`src/rtl/lbfv_queue.sv`:
```
// ----------------------------------------------------------------------------
// lbfv_queue
// Two-entry hand-off queue between front end and back end.
// ----------------------------------------------------------------------------
module lbfv_queue #(
   parameter int PW = 1
) (
   input  logic          clock,
   input  logic          reset,
   input  logic          push,
   input  logic [PW-1:0] push_data,
   output logic          out_valid,
   output logic [PW-1:0] out_data,
   output logic          full
);
   localparam int DEPTH = 2;
   localparam int PTR_W = $clog2(DEPTH);

   logic [PW-1:0]  slot_ff [DEPTH];
   logic [PTR_W-1:0] wr_ff, wr_in, rd_ff, rd_in;
   logic [PTR_W:0]   cnt_ff, cnt_in;
   logic             pop;

   // back end never stalls: pop whenever something is held
   assign pop       = (cnt_ff != '0);
   assign out_valid = pop;
   assign out_data  = slot_ff[rd_ff];
   assign full      = (cnt_ff == (PTR_W + 1)'(DEPTH));

   always_comb begin
      wr_in  = push ? wr_ff + 1'b1 : wr_ff;
      rd_in  = pop  ? rd_ff + 1'b1 : rd_ff;
      cnt_in = cnt_ff + {{PTR_W{1'b0}}, push} - {{PTR_W{1'b0}}, pop};
   end

   always_ff @(posedge clock) begin
      if (reset) begin
         wr_ff  <= '0;
         rd_ff  <= '0;
         cnt_ff <= '0;
      end else begin
         wr_ff  <= wr_in;
         rd_ff  <= rd_in;
         cnt_ff <= cnt_in;
      end
   end

   always_ff @(posedge clock) begin
      if (push) begin
         slot_ff[wr_ff] <= push_data;
      end
   end

endmodule

```
`config.mk`:
```
export PLATFORM = sky130hd
export DESIGN_NAME = lbfv_queue
export DESIGN_NICKNAME = d
export VERILOG_FILES = /design/src/rtl/lbfv_queue.sv
export SDC_FILE = /design/constraint.sdc
export NUM_CORES = 1
export LEC_CHECK = 0
export BUFFER_PORTS_ARGS = -buffer_cell sky130_fd_sc_hd__buf_2
export CORE_AREA = 2 2 39 41
export CTS_CLUSTER_SIZE = 25
export DETAILED_ROUTE_END_ITERATION = 8
export DIE_AREA = 0 0 41 43
export GPL_ROUTABILITY_DRIVEN = 0
export GPL_TIMING_DRIVEN = 0
export HOLD_SLACK_MARGIN = 0.02
export PLACE_DENSITY = 0.45
export SYNTH_ARGS = -nofsm -noshare
export SYNTH_HDL_FRONTEND = slang
export SYNTH_SLANG_ARGS = --single-unit
```
`constraint.sdc`:
```
create_clock -name clock -period 0.93 [get_ports clock]
set_input_delay 0.0465 -clock clock [delete_from_list [all_inputs] [get_ports clock]]
set_output_delay 0.0465 -clock clock [all_outputs]
set_load 0.05 [all_outputs]
```
Word-level counts from Yosys, hierarchy flattened
Memory sizes are Yosys's and may differ from the RTL's. A register that Yosys moved wholly into a read port is not among the register bits.
Index checks and enable logic that the tools add are counted.
{"block": "op_classes", "addsub": 4, "eq_ne": 1, "muxes": 4, "reduce_logical": 1}
{"operator": "$mux 1", "count": 4}
{"operator": "$add 1x1->1 const B", "count": 2}
{"operator": "$add 2x1->2", "count": 1}
{"operator": "$eq 2x2->1 const B", "count": 1}
{"operator": "$reduce_bool 2->1", "count": 1}
{"operator": "$sub 2x1->2", "count": 1}
{"block": "word_totals", "ff_bits": 4, "ram_bits": 2, "input_bits": 4, "out_inout_bits": 3, "mem_count": 1}
{"memory": "slot_ff", "depth": 2, "word_bits": 1, "read_ports": 1, "rd_ports_with_merged_regs": 1, "write_ports": 1, "line": "19", "source": "logic [PW-1:0] slot_ff [DEPTH];"}

Longest topological paths before layout
Gate-level depths: netlist of the first run.
{"block": "logic_depth", "ltp_word": 3, "mapped_depth": 4, "depth_no_buf": 4}

Least setup slack after synthesis of the first run
Ideal clock, no wire load.
{"block": "synth_path", "path_type": "flip-flop to output port", "start": "reg cnt_ff[1]", "end": "out full", "arrival_time_ns": 1.112, "setup_slack_ns": -0.228, "stages_incl_launch_ff": 2, "n_path_buf": 0, "cell_sequence": "dfxtp_1 -> nor2b_1"}
{"block": "synth_via", "elab_chain_len": 1}
{"item": "from (decl)", "line": "21", "source": "logic [PTR_W:0] cnt_ff, cnt_in;"}
{"item": "from (signal assigned)", "line": "44", "source": "cnt_ff <= cnt_in;"}
{"item": "$eq 2x2->1", "line": "28", "source": "assign full = (cnt_ff == (PTR_W + 1)'(DEPTH));"}
{"item": "to (decl)", "line": "14", "source": "output logic full"}
Every way passes these cells.

==> impl_metrics.env, run 1 <==
export IMPL_status="complete, but fails checks"
export IMPL_violations="negative setup slack"
export IMPL_layout_setup_ws_ns=-0.1520
export IMPL_synth_area_um2=279.0
export IMPL_antenna_found_initial=0
export IMPL_synth_area_top_cells="dfxtp_1 36%, edfxtp_1 22%, nor2b_1 9.0%, nor3_1 5.4%, ha_1 4.5%"
export IMPL_min_path_type="in2reg"
export IMPL_power_per_cell_area_nw_per_um2=1520
export IMPL_synthToLayoutAreaGrowth_pct=70.85
export IMPL_setup_viol=5
export IMPL_clkPwrFrac=0.377
export IMPL_numCtsBuffers=3
export IMPL_rsz0062_at_grt="true"
export IMPL_grt_max_degree=8
export IMPL_synth_top_family_by_area="simple AND/OR/NAND/NOR gates"
export IMPL_vias_per_cell=4.000
export IMPL_r2r_start="cnt_ff[1]"
export IMPL_power_switching_uw=175.5
export IMPL_die_y_um=43
export IMPL_routed_via_count=216
export IMPL_yosys_warnings=0
export IMPL_required_ns=0.88
export IMPL_r2r_end="cnt_ff[1]"
export IMPL_synth_simple_area_share=0.2287
export IMPL_start_util=0.2016
export IMPL_maxCapViolCount=0
export IMPL_critical_path_class="reg2out"
export IMPL_synth_fa_ha_area_frac=0.04484
export IMPL_drt_wl_total_um=505
export IMPL_worstMarginPinSlew_ns=0.2402
export IMPL_critPathMaxFanout=1
export IMPL_whs_ns=0.1123
export IMPL_dp_hpwl_um=311.6
export IMPL_layout_drive_gt1_share=0.5789
export IMPL_clkSlewWorstSetupHoldPaths_ns=0.05
export IMPL_seqPwrFrac=0.473
export IMPL_hold_viol=0
export IMPL_die_area_um2=1763
export IMPL_drt_iter0_markers=0
export IMPL_internal_power_uw=549.2
export IMPL_io_pins=7
export IMPL_hold_depth=3
export IMPL_endpoint_kind="output pin"
export IMPL_finalCoreUtilization=0.3445
export IMPL_rr_worst_depth=4
export IMPL_cp_buffers_inverters=1
export IMPL_r2r_slack_ns=-0.10
export IMPL_nets=44
export IMPL_postSynthCellCount=24
export IMPL_fin_tns_setup_ns=-0.3883
export IMPL_drv_slew=0
export IMPL_cts_tree="done"
export IMPL_grt_pass1_wl_um=869
export IMPL_fin_worst_skew_ns=0.001105
export IMPL_port_buffers=6
export IMPL_gr_total_overflow=0
export IMPL_synth_compound_area_frac=0.08072
export IMPL_firstDrtPassIters=1
export IMPL_layout_min_cycle_time_ns=1.082
export IMPL_clock_latency_ns=0.25
export IMPL_synth_cell_type_count=14
export IMPL_combPwrFrac=0.150
export IMPL_yosysSeqAreaShare=0.5740
export IMPL_post_route_period_util=1.163
export IMPL_p_total_uw=724.7
export IMPL_syn_avg_cell_area_um2=11.63
export IMPL_cts_sinks=7
export IMPL_rows=14
export IMPL_final_cell_mix="3 x nor2b_4, 3 x nor3_2, 3 x dfxtp_1, 3 x clkbuf_4, 3 x buf_2"
export IMPL_drc=0
export IMPL_max_freq_mhz=924.2
export IMPL_cp_arrival_ns=1.04
export IMPL_clock_path_buffers=2
export IMPL_relSlewSlack=0.8390
export IMPL_wl_per_cell_um=9.352
export IMPL_synth_area_mux_share=0.04036
export IMPL_synthXorXnorAreaFrac=0.03139
export IMPL_cts_root_buf="clkbuf_4"
export IMPL_vdd_drop_max_uv=481.0
export IMPL_synth_fp_nets=29
export IMPL_grt_usage=0.08678
export IMPL_hold_start="push"
export IMPL_antenna_left=0
export IMPL_core_area_um2=1384
export IMPL_die_w_um=41
export IMPL_htreeDepth=1
export IMPL_slowest_delay_ns=0.35
export IMPL_diodes=0
export IMPL_leakagePower_uw=0.0001840
export IMPL_ys_ff_latch=7
export IMPL_critPathSlowestCell="edfxtp_1"
export IMPL_switching_share=0.2422
export IMPL_grt_pass1_vias=203
export IMPL_min_to="wr_ff"
export IMPL_synth_top_area_share=0.3587
export IMPL_crit_chain="mux2_4 -> buf_8"
export IMPL_startpoint_type="flop"
export IMPL_crit_family="flip-flops"
export IMPL_synth_top_area_cell="dfxtp_1"
kinds of logic (layout without fill, tap and decap cells):
kind of cell               after synthesis  in the layout
and+or+nand+nor                         11             11
DFF                                      7              7
AOI/OAI and AO/OA                        3              3
adders and majority gates                1              1
xor gates and xnor gates                 1              1
muxes                                    1              1
buffers and inverters                    0             14
worst reg2reg max path, stage by stage, from the launching register on:
cell and delay (ns):
dfxtp_4 0.36, nor2b_4 0.16, ha_4 0.13, a21bo_1 0.20, a21oi_1 0.11
power by group through the flow:
| stage | logic (uW) | clock network (uW) | registers, uW |
|---|---|---|---|
| floorplan | 50.5 | 0 | 349 |
| global route | 118 | 314 | 345 |
| CTS | 93.5 | 289 | 343 |
| finish | 109 | 273 | 343 |
| global placement | 68.5 | 0 | 350 |
| detailed placement | 69.8 | 0 | 351 |
cell usage after synthesis (all sizes together):
| cell | number |
|---|---|
| nor2b | 4 |
| and2 | 1 |
| nand3b | 1 |
| mux2 | 1 |
| a21bo | 1 |
| or2 | 1 |
| xnor2 | 1 |
| nor3 | 3 |
| ha | 1 |
| o21a | 1 |
| dfxtp | 5 |
| a21oi | 1 |
| edfxtp | 2 |
| nor2 | 1 |
cell type report:
class | instances | area (um2)
clock buffers | 4 | 26.28
flip-flops and latches | 7 | 167.7
repair buffers | 10 | 87.58
well taps | 16 | 20.02
multi-input cells | 17 | 175.2
fillers | 143 | 907.1
metal layers:
metal	GRT usage	wire length [um]
met1	0.08170	189
met2	0.1063	264
met3	0.07853	34
met4	0.08000	17
met5	0	0
through the flow:
stage	cells	setup slack [ns]	cell area (um2)
detailed placement	46	-0.1101	334.1
global route	54	-0.2101	476.7
CTS	53	-0.1659	444.2
finish	54	-0.1520	476.7
floorplan	24	-0.03855	284.0
global placement	46	-0.08463	334.1
timing repair:
action,in CTS,in global routing
setup endpoints to repair,5,7
cloned,0,0
resized for setup,14,5
hold buffers,2,0
buffers inserted,1,1
hold endpoints to repair,6,0
worst max-delay path by stage:
stage                     startpoint         to  depth (start not counted)
after floorplan            cnt_ff[1]  cnt_ff[1]                          4
after detailed placement   cnt_ff[1]  cnt_ff[1]                          4
after global placement     cnt_ff[1]  cnt_ff[1]                          4
final                     slot_ff[0]   out_data                          2
after CTS                 slot_ff[0]   out_data                          2
after global routing      slot_ff[0]   out_data                          2
No activity file was read; power rests on OpenSTA's default activity.
==> inputs of run 2 (changes only) <==
--- a/config.mk
+++ b/config.mk
@@ -5,7 +5,7 @@
 export SDC_FILE = /design/constraint.sdc
 export NUM_CORES = 1
 export LEC_CHECK = 0
-export BUFFER_PORTS_ARGS = -buffer_cell sky130_fd_sc_hd__buf_2
+export BUFFER_PORTS_ARGS = -buffer_cell sky130_fd_sc_hd__buf_4
 export CORE_AREA = 2 2 39 41
 export CTS_CLUSTER_SIZE = 25
 export DETAILED_ROUTE_END_ITERATION = 8
==> run 2 against run 1 <==
Compared with the run above:
- the flow still finishes with violations (negative setup slack)
- count of clock-buffer cells in the layout is the same
- design area up 5.0%
- via count is 8.3% higher
- die area unchanged
- flip-flop and latch count stayed put
- setup slack gained 0.0088 ns
- clock power about the same
- critical path depth unchanged
- utilization increased by 1.7 points
- first-iteration DRC count unchanged
- non-clock buffer count increased by 1
- combinational power barely moved
- critical path type unchanged
- largest power group unchanged
==> impl_metrics.env, run 2 (synthesis gave the netlist of run 1 again) <==
export IMPL_die_area_um2=1763
export IMPL_gr_total_overflow=0
export IMPL_cts_tree="done"
export IMPL_max_freq_mhz=931.8
export IMPL_fin_tns_setup_ns=-0.3668
export IMPL_antenna_left=0
export IMPL_dp_hpwl_um=335.5
export IMPL_required_ns=0.88
export IMPL_critical_path_class="reg2out"
export IMPL_antenna_found_initial=0
export IMPL_grt_usage=0.08165
export IMPL_drc=0
export IMPL_cp_arrival_ns=1.03
export IMPL_setup_viol=4
export IMPL_die_y_um=43
export IMPL_io_pins=7
export IMPL_nFillCells=144
export IMPL_port_buffers=6
export IMPL_start_util=0.2016
export IMPL_routed_via_count=234
export IMPL_final_cell_mix="4 x buf_4, 4 x buf_6, 3 x clkbuf_4"
export IMPL_whs_ns=0.08329
export IMPL_maxCapViolCount=0
export IMPL_switching_share=0.2414
export IMPL_grt_pass1_vias=234
export IMPL_clkSlewWorstSetupHoldPaths_ns=0.05
export IMPL_violations="negative setup slack"
export IMPL_internal_power_uw=552.6
export IMPL_power_switching_uw=175.8
export IMPL_rsz0062_at_grt="true"
export IMPL_leakagePower_uw=0.0001898
export IMPL_clkPwrFrac=0.372
export IMPL_cts_sinks=7
export IMPL_drt_wl_total_um=531
export IMPL_hold_viol=0
export IMPL_wl_per_cell_um=9.655
export IMPL_endpoint_kind="output pin"
export IMPL_die_w_um=41
export IMPL_clock_latency_ns=0.25
export IMPL_grt_max_degree=7
export IMPL_vdd_drop_max_uv=632.5
export IMPL_nets=45
export IMPL_combPwrFrac=0.154
export IMPL_clock_path_buffers=2
export IMPL_layout_drive_gt1_share=0.5897
export IMPL_post_route_period_util=1.154
export IMPL_drt_iter0_markers=0
export IMPL_core_area_um2=1384
export IMPL_rows=14
export IMPL_power_per_cell_area_nw_per_um2=1455
export IMPL_vias_per_cell=4.255
export IMPL_htreeDepth=1
export IMPL_synthToLayoutAreaGrowth_pct=79.37
export IMPL_fin_worst_skew_ns=0.001058
export IMPL_status="complete, but fails checks"
export IMPL_firstDrtPassIters=1
export IMPL_layout_setup_ws_ns=-0.1432
export IMPL_layout_min_cycle_time_ns=1.073
export IMPL_relSlewSlack=0.8771
export IMPL_grt_pass1_wl_um=903
export IMPL_numCtsBuffers=3
export IMPL_startpoint_type="flop"
export IMPL_seqPwrFrac=0.474
export IMPL_drv_slew=0
export IMPL_critPathMaxFanout=1
export IMPL_min_path_type="in2reg"
export IMPL_worstMarginPinSlew_ns=0.1837
export IMPL_diodes=0
export IMPL_cts_root_buf="clkbuf_4"
==> run 2: changes by cell type in the layout (fill, tap and decap cells not counted) <==
cell | before | now
or2_4 | 1 | 0
buf_2 | 3 | 0
or2_1 | 0 | 1
dfxtp_2 | 0 | 1
a21oi_1 | 1 | 0
a21oi_2 | 0 | 1
buf_6 | 2 | 4
nor3_2 | 3 | 2
nor2b_4 | 3 | 2
nor2b_1 | 1 | 2
buf_4 | 2 | 4
dfxtp_1 | 3 | 2
nor3_4 | 0 | 1
==> run 2: area by class of cell <==
class                   instances  area (um2)  area share
multi-input cells              17       175.2      0.3500
repair buffers                 11       110.1      0.2200
well taps                      16       20.02     0.04000
clock buffers                   4       26.28     0.05250
flip-flops and latches          7       168.9      0.3375
==> run 2: critical path, stage by stage, from the launching register on <==
cell and delay (ns):
edfxtp_1 0.35, mux2_4 0.28, buf_8 0.15
==> run 2: power groups by stage <==
| stage | clock network (uW) | registers, uW | logic [uW] |
|---|---|---|---|
| 6_report | 271 | 345 | 112 |
| 5_1_grt | 305 | 347 | 121 |
| 4_1_cts | 281 | 343 | 99.7 |
| 3_5_place_dp | 0 | 352 | 77.5 |
| 3_3_place_gp | 0 | 350 | 76.6 |
| 2_1_floorplan | 0 | 349 | 50.5 |
==> run 2: repair_timing <==
| item | CTS | global route |
|---|---|---|
| resized for setup | 9 | 10 |
| hold endpoints to repair | 7 | 0 |
| setup buffers | 3 | 0 |
| pin swaps | 0 | 0 |
| endpoints found under the setup margin | 5 | 7 |
| hold buffers | 2 | 0 |
==> run 2: path summary, 6_finish.rpt <==
check,start,to,slack (ns),cells after the start
max,slot_ff[0],out_data,-0.14,2
max reg2reg,cnt_ff[1],cnt_ff[1],-0.09,4
min,push,wr_ff,0.08,3
min reg2reg,wr_ff,wr_ff,0.54,2
==> run 2: through the flow <==
stage          worst slack (ns)    util  total power [uW]  area [um2]  instances
2_1_floorplan          -0.03855       -             399.3       284.0         24
5_1_grt                 -0.1754  0.3617             773.4       500.5         55
3_5_place_dp            -0.1208  0.2523             429.1       349.1         46
6_report                -0.1432  0.3617             728.4       500.5         55
4_1_cts                 -0.1559  0.3282             723.0       454.2         55
3_3_place_gp           -0.07885  0.2523             426.7       349.1         46
==> run 2: metal layers <==
layer	routed length, um	GRT usage
met3	24	0.04712
met4	0	0.06000
met5	0	0
met2	300	0.1188
met1	206	0.08143
